`config.mk`:
```
export PLATFORM = sky130hd
export DESIGN_NAME = dtbp_ctrl
export DESIGN_NICKNAME = d
export VERILOG_FILES = /design/src/hw/rtl/dtbp_pkg.sv /design/src/hw/rtl/dtbp_ctrl.sv
export VERILOG_INCLUDE_DIRS = /design/src /design/src/hw/rtl
export SDC_FILE = /design/constraint.sdc
export NUM_CORES = 1
export LEC_CHECK = 0
export BUFFER_PORTS_ARGS = -buffer_cell sky130_fd_sc_hd__buf_2
export CORE_UTILIZATION = 35
export DETAILED_ROUTE_END_ITERATION = 8
export GPL_ROUTABILITY_DRIVEN = 0
export PLACE_DENSITY = 0.56
export SLEW_MARGIN = 30
export SYNTH_ARGS = -nofsm -noshare
export SYNTH_HDL_FRONTEND = slang
export SYNTH_SLANG_ARGS = --single-unit
```
`constraint.sdc`:
```
create_clock -name clock -period 3.6 [get_ports clock]
set_input_delay 0.36 -clock clock [delete_from_list [all_inputs] [get_ports clock]]
set_output_delay 0.36 -clock clock [all_outputs]
set_load 0.005 [all_outputs]
```
`src/hw/rtl/dual_token_bucket_policer_core_macros.svh`:
```
// assertion macros shared by the policer core modules
`ifndef DUAL_TOKEN_BUCKET_POLICER_CORE_MACROS_SVH
`define DUAL_TOKEN_BUCKET_POLICER_CORE_MACROS_SVH
`ifndef NO_ASSERTIONS
`define DTBP_ASSERT_IMP(name, clk, rst, ante, cons) \
   name: assert property (@(posedge clk) disable iff (rst) (ante) |-> (cons)) \
      else $error("dtbp assertion failed");
`define DTBP_ASSERT_NEXT(name, clk, rst, ante, cons) \
   name: assert property (@(posedge clk) disable iff (rst) (ante) |=> (cons)) \
      else $error("dtbp assertion failed");
`else
`define DTBP_ASSERT_IMP(name, clk, rst, ante, cons)
`define DTBP_ASSERT_NEXT(name, clk, rst, ante, cons)
`endif
`endif

```
`src/hw/rtl/dtbp_pkg.sv`:
```
// types, constants and codes shared by the policer core modules
package dtbp_pkg;

   localparam int PEER_SLOTS = 4096;
   localparam int PEER_AW    = (PEER_SLOTS > 1) ? $clog2(PEER_SLOTS) : 1;

   localparam int CMD_W      = 2;
   localparam int INDEX_W    = 12;
   localparam int BYTES_W    = 24;
   localparam int TIME_W     = 48;
   localparam int KBPS_W     = 20;
   localparam int REQ_DATA_W = ((CMD_W + INDEX_W + BYTES_W + TIME_W + 7) / 8) * 8;
   localparam int RSP_DATA_W = 8;
   localparam int CSR_INDEX_W = 1;

   localparam logic [CMD_W-1:0] CMD_PEER_PKT     = 2'd0;
   localparam logic [CMD_W-1:0] CMD_PEER_BYTES   = 2'd1;
   localparam logic [CMD_W-1:0] CMD_GLOBAL_BYTES = 2'd2;
   localparam logic [CMD_W-1:0] CMD_UNUSED       = 2'd3;

   localparam logic [CSR_INDEX_W-1:0] REG_PEER_KBPS   = 1'b0;
   localparam logic [CSR_INDEX_W-1:0] REG_GLOBAL_KBPS = 1'b1;

   localparam logic [KBPS_W-1:0] PEER_KBPS_RESET   = 20'd64;
   localparam logic [KBPS_W-1:0] GLOBAL_KBPS_RESET = 20'd1024;

   localparam int PKT_RATE  = 32;
   localparam int GPKT_RATE = 256;
   localparam int KIB       = 1024;
   localparam int MS_PER_S  = 1000;
   localparam int RATE_UNIT = 8;
   localparam int DIV_CONST = MS_PER_S / RATE_UNIT;
   localparam int PKT_CAP   = 2 * PKT_RATE;
   localparam int GPKT_CAP  = 2 * GPKT_RATE;

   localparam int SHIFT_W    = 3;
   localparam int PKT_SHIFT  = $clog2(PKT_RATE / RATE_UNIT);
   localparam int GPKT_SHIFT = $clog2(GPKT_RATE / RATE_UNIT);
   localparam int BYTE_SHIFT = $clog2(KIB / RATE_UNIT);
   localparam int CAP_SHIFT  = $clog2(KIB) + 1;

   localparam int PTOK_W  = 7;
   localparam int GPTOK_W = 10;
   localparam int BTOK_W  = 32;
   localparam int TOK_W   = 34;
   localparam int ROOM_W  = 32;

   // elapsed beyond this always refills to the cap
   localparam int EL_W   = 41;
   localparam int EL_LO  = 21;
   localparam int NUM_W  = EL_W + KBPS_W + BYTE_SHIFT;
   localparam int DIV_W  = 38;

   // rounded-up reciprocal of the divisor, exact for dividends below 2**DIV_W
   localparam int RCP_SH = DIV_W + $clog2(DIV_CONST);
   localparam int RCP_W  = DIV_W + 1;
   localparam logic [RCP_W-1:0] RCP =
      RCP_W'(((64'd1 << RCP_SH) + 64'(DIV_CONST) - 64'd1) / 64'(DIV_CONST));

   localparam int OP_W = 3;
   localparam logic [OP_W-1:0] OP_NONE   = 3'd0;
   localparam logic [OP_W-1:0] OP_CLEAR  = 3'd1;
   localparam logic [OP_W-1:0] OP_LOAD   = 3'd2;
   localparam logic [OP_W-1:0] OP_FETCH  = 3'd3;
   localparam logic [OP_W-1:0] OP_START  = 3'd4;
   localparam logic [OP_W-1:0] OP_SETTLE = 3'd5;
   localparam logic [OP_W-1:0] OP_COMMIT = 3'd6;

   localparam logic [1:0] BKT_PP = 2'd0;
   localparam logic [1:0] BKT_GP = 2'd1;
   localparam logic [1:0] BKT_PB = 2'd2;
   localparam logic [1:0] BKT_GB = 2'd3;

   typedef struct packed {
      logic [PTOK_W-1:0] ptok;
      logic [TIME_W-1:0] pstamp;
      logic [BTOK_W-1:0] btok;
      logic [TIME_W-1:0] bstamp;
   } peer_entry_type;

   typedef struct packed {
      logic [OP_W-1:0] op;
      logic [1:0]      sel;
   } dp_cmd_type;

   typedef struct packed {
      logic             clear_last;
      logic             pre_ok;
      logic [CMD_W-1:0] cmd;
      logic             refill_busy;
      logic             pass;
   } dp_status_type;

endpackage

```
`src/hw/rtl/dtbp_ctrl.sv`:
```
// controller: sequences table clear, bucket checks, commit and response
`include "dual_token_bucket_policer_core_macros.svh"
module dtbp_ctrl (
   input  logic                    clock,
   input  logic                    reset,
   input  logic                    req_tvalid,
   output logic                    req_tready,
   output logic                    rsp_tvalid,
   input  logic                    rsp_tready,
   output logic                    rsp_allowed,
   output dtbp_pkg::dp_cmd_type    dp_cmd,
   input  dtbp_pkg::dp_status_type status
);
   import dtbp_pkg::*;

   localparam logic [2:0] ST_CLEAR  = 3'd0;
   localparam logic [2:0] ST_IDLE   = 3'd1;
   localparam logic [2:0] ST_READ   = 3'd2;
   localparam logic [2:0] ST_FETCH  = 3'd3;
   localparam logic [2:0] ST_START  = 3'd4;
   localparam logic [2:0] ST_WAIT   = 3'd5;
   localparam logic [2:0] ST_SETTLE = 3'd6;
   localparam logic [2:0] ST_COMMIT = 3'd7;

   logic [2:0] state_ff, state_in;
   logic [1:0] sel_ff, sel_in;
   logic       dec_ff, dec_in;
   logic       resp_ff, resp_in;
   logic       rsp_valid_ff, rsp_valid_in;
   logic       rsp_allowed_ff, rsp_allowed_in;
   logic [OP_W-1:0] op;

   always_comb begin
      state_in       = state_ff;
      sel_in         = sel_ff;
      dec_in         = dec_ff;
      resp_in        = resp_ff;
      op             = OP_NONE;
      rsp_valid_in   = rsp_valid_ff && !rsp_tready;
      rsp_allowed_in = rsp_allowed_ff;
      if (resp_ff && !rsp_valid_in) begin
         rsp_valid_in   = 1'b1;
         rsp_allowed_in = dec_ff;
         resp_in        = 1'b0;
         state_in       = ST_IDLE;
      end else begin
         case (state_ff)
            ST_CLEAR: begin
               op = OP_CLEAR;
               if (status.clear_last) begin
                  state_in = ST_IDLE;
               end
            end
            ST_IDLE: begin
               if (req_tvalid) begin
                  op       = OP_LOAD;
                  state_in = ST_READ;
               end
            end
            ST_READ: begin
               state_in = ST_FETCH;
            end
            ST_FETCH: begin
               op = OP_FETCH;
               if (!status.pre_ok) begin
                  dec_in  = 1'b0;
                  resp_in = 1'b1;
               end else begin
                  case (status.cmd)
                     CMD_PEER_PKT:   sel_in = BKT_PP;
                     CMD_PEER_BYTES: sel_in = BKT_PB;
                     default:        sel_in = BKT_GB;
                  endcase
                  state_in = ST_START;
               end
            end
            ST_START: begin
               op       = OP_START;
               state_in = ST_WAIT;
            end
            ST_WAIT: begin
               if (!status.refill_busy) begin
                  state_in = ST_SETTLE;
               end
            end
            ST_SETTLE: begin
               op = OP_SETTLE;
               if (!status.pass) begin
                  dec_in  = 1'b0;
                  resp_in = 1'b1;
               end else if (sel_ff == BKT_GB) begin
                  state_in = ST_COMMIT;
               end else begin
                  sel_in   = sel_ff + 1'b1;
                  state_in = ST_START;
               end
            end
            ST_COMMIT: begin
               op      = OP_COMMIT;
               dec_in  = 1'b1;
               resp_in = 1'b1;
            end
            default: begin
               state_in = ST_IDLE;
            end
         endcase
      end
   end

   always_ff @(posedge clock) begin
      if (reset) begin
         state_ff     <= ST_CLEAR;
         sel_ff       <= BKT_PP;
         dec_ff       <= 1'b0;
         resp_ff      <= 1'b0;
         rsp_valid_ff <= 1'b0;
      end else begin
         state_ff     <= state_in;
         sel_ff       <= sel_in;
         dec_ff       <= dec_in;
         resp_ff      <= resp_in;
         rsp_valid_ff <= rsp_valid_in;
      end
      rsp_allowed_ff <= rsp_allowed_in;
   end

   assign req_tready  = (state_ff == ST_IDLE) && !resp_ff;
   assign rsp_tvalid  = rsp_valid_ff;
   assign rsp_allowed = rsp_allowed_ff;
   assign dp_cmd      = '{op: op, sel: sel_ff};

   `DTBP_ASSERT_NEXT(a_one_in_flight, clock, reset, req_tvalid && req_tready, !req_tready)
   `DTBP_ASSERT_IMP(a_settle_after_refill, clock, reset, state_ff == ST_SETTLE, !status.refill_busy)
   `DTBP_ASSERT_IMP(a_idle_unit_quiet, clock, reset, state_ff == ST_IDLE, !status.refill_busy)
endmodule

```
==> results.tsv <==
stage	metric	value	unit
power	PD cells	333.4	nW/um2
clock_tree	root buf cell	clkbuf_4	
drt	Iteration-0 DRC Markers	15	
worst_setup_path	crit end category	output port	
timing	period utilization	53.84	%
hold_path	Hold Path Depth	2	
worst_setup_path	worst endpoint data arrival time	1.58	ns
power	total design power	0.0002270	W
grt	initial antenna violation count	0	
drt	DRC violations left	1	
outcome	failing checks	DRC	
grt	grt ovf	0	
drt	Detail Route Antenna Nets	0	
clock_tree	Setup Buffers After CTS	0	
timing	setup_tns	0	ns
yosys	Post-synth ARST share	0	%
clock_tree	TritonCTS clock tree	yes	
drt	Avg WL per Cell	11.72	um
yosys	top_reg_cell synth	dfxtp_1	
yosys	syn avg cell area	8.739	um2
final_layout	# diodes	0	
clock_tree	clk sink count	9	
die	Die ar.	1788	um2
timing	post-layout min period	1.938	ns
timing	worst slew pin tran	0.5041	ns
final_layout	Finished Cell Area	680.7	um2
grt	Tot GR Track Use	14.51	%
drt	vias	533	
die	io pins	18	
clock_tree	insertion delay to the later sink of the worst-skew pair	0.25	ns
die	Die X	42.29	um
timing	final hold violations	0	
yosys	Yosys reg bits	9	
die	Rows	14	
placed_design	Inst Count DP	94	
clock_tree	CTS resizes	0	
worst_setup_path	Worst R2R Setup Slack	2.05	ns
final_layout	most common cell after layout, fill and taps aside	buf_2	
hold_path	Hold Crit Class	in -> reg	
yosys	synth unique cells	34	
clock_tree	clk buf depth	2	
die	Starting Density	37.71	%
final_layout	most frequent cells in the layout	17 x buf_2, 8 x dfxtp_1, 6 x nand2_1	
clock_tree	cts bufs inserted	3	
final_layout	# nets final	94	
clock_tree	CTS H-tree lvls	1	
power	Leak	0.2785	nW
drt	drt first pass iters	6	
drt	vias per std cell	5.439	
timing	Slew headroom	66.35	%
yosys	register area share after synthesis	33.48	%
final_layout	Area growth syn-to-layout	19.82	%
grt	vias in the first global route	504	
worst_setup_path	critical path required time	3.24	ns
outcome	status	finished with violations	
hold_path	hold_sp	reset	
grt	largest net degree at the start of global routing	18	
yosys	Yosys warnings	0	
final_layout	Util after Layout	45.18	%
yosys	syn nets	76	
yosys	mapped cell area	568.0	um2
timing	Post-Route Skew	0.001164	ns
die	die height	42.29	um
yosys	post-synthesis cell count	65	
grt	first-pass GRT wire length	2.021	mm
clock_tree	clk slew on worst S/H paths	0.06	ns
placed_design	total placed instance area	654.4	um2
worst_setup_path	r2r startpoint	state_ff[2]$_SDFFE_PP0P_	
final_layout	Finished Layout Cells	98	
placed_design	port buffer count	17	
power	Worst VDD drop	0.1298	mV
timing	Slew Limit Fails	0	
final_layout	layout cells sized above 1	31.71	%
worst_setup_path	worst flop-to-flop path endpoint	sel_ff[0]$_SDFFE_PP0P_	
timing	FMAX	516.0	MHz
placed_design	HPWL Detailed	861.4	um
worst_setup_path	Register-to-Register Path Depth	4	
timing	final setup fails	0	
yosys	EDFF count, synth	1	
timing	RSZ-0062 raised after global routing	false	
drt	WL final	1.149	mm
worst_setup_path	crit-path max FO	17	
clock_tree	hold bufs inserted after CTS	0	
worst_setup_path	Worst Setup Path Type	reg -> out	
hold_path	WHS Endpoint	sel_ff[1]$_SDFFE_PP0P_	
run	Max Cap Viol	0	
worst_setup_path	critical path startpoint category	flip-flop	
die	Core Footprint	1506	um2
==> critical path, stage by stage, from the launching register on <==
cell,delay [ns]
dfxtp_1,0.64
and2b_1,0.26
nor3b_1,0.17
a21oi_1,0.06
nor2_1,0.09
buf_2,0.11
==> per-stage QoR <==
stage	setup WS [ns]	hold WS, ns
after floorplan	2.128	0.4079
after global placement	1.969	0.4308
after detailed placement	1.947	0.4191
after CTS	1.663	0.3773
after global routing	1.511	0.3911
final	1.662	0.3767
==> synthesized netlist by cell type (2+ instances only) <==
master	instances	area, um2
a21oi_1	5	25.02
a31oi_1	3	18.77
buf_2	3	15.01
dfxtp_1	8	160.2
inv_1	4	15.01
nand2_1	6	22.52
nand2b_1	2	12.51
nand3b_1	2	15.01
nor2_1	4	15.01
nor2b_1	2	12.51
nor3_1	3	15.01
==> state kept, by name, indices dropped and copies added (netlist names) <==
signal,flops
state_ff,3
sel_ff,2
dec_ff,1
resp_ff,1
rsp_allowed,1
rsp_tvalid,1
==> routing by layer <==
metal	GRT usage, %	wire (um)
met1	18.88	569
met2	23.69	539
met3	2.586	32
met4	5.625	6
met5	0	0
==> kinds of logic after synthesis <==
| logic type | synth area share (%) |
|---|---|
| DFF | 33.48 |
| adders and majority gates | 2.202 |
| buffers and inverters | 5.945 |
| and+or+nand+nor | 29.51 |
| muxes | 1.762 |
| AOI/OAI and AO/OA | 27.09 |
==> worst max-delay path by stage <==
stage	startpoint	to	slack, ns	cells past startpoint
final	state_ff[2]$_SDFFE_PP0P_	dp_cmd[2]	1.66	5
after global routing	state_ff[2]$_SDFFE_PP0P_	dp_cmd[2]	1.51	5
after CTS	state_ff[2]$_SDFFE_PP0P_	dp_cmd[2]	1.66	5
after detailed placement	state_ff[2]$_SDFFE_PP0P_	dp_cmd[2]	1.95	5
after global placement	state_ff[2]$_SDFFE_PP0P_	dp_cmd[2]	1.97	5
after floorplan	sel_ff[0]$_SDFFE_PP0P_	sel_ff[0]$_SDFFE_PP0P_	2.13	5
==> layout make-up <==
class                      instances  area (um2)
inverter                           4       15.01
clock buffer                       4       26.28
sequential                         9       190.2
tap                               16       20.02
multi-input combinational         48       344.1
fill                             161       825.8
timing repair buffer              17       85.08
==> report_power, final <==
| group | internal [W] | total, W | switching [W] |
|---|---|---|---|
| registers | 0.000104 | 0.000112 | 0.00000790 |
| clock network | 0.0000427 | 0.0000784 | 0.0000357 |
| logic | 0.0000182 | 0.0000364 | 0.0000182 |
| total | 0.000165 | 0.000227 | 0.0000618 |
Note: power is estimated with default switching activity, not from simulation.
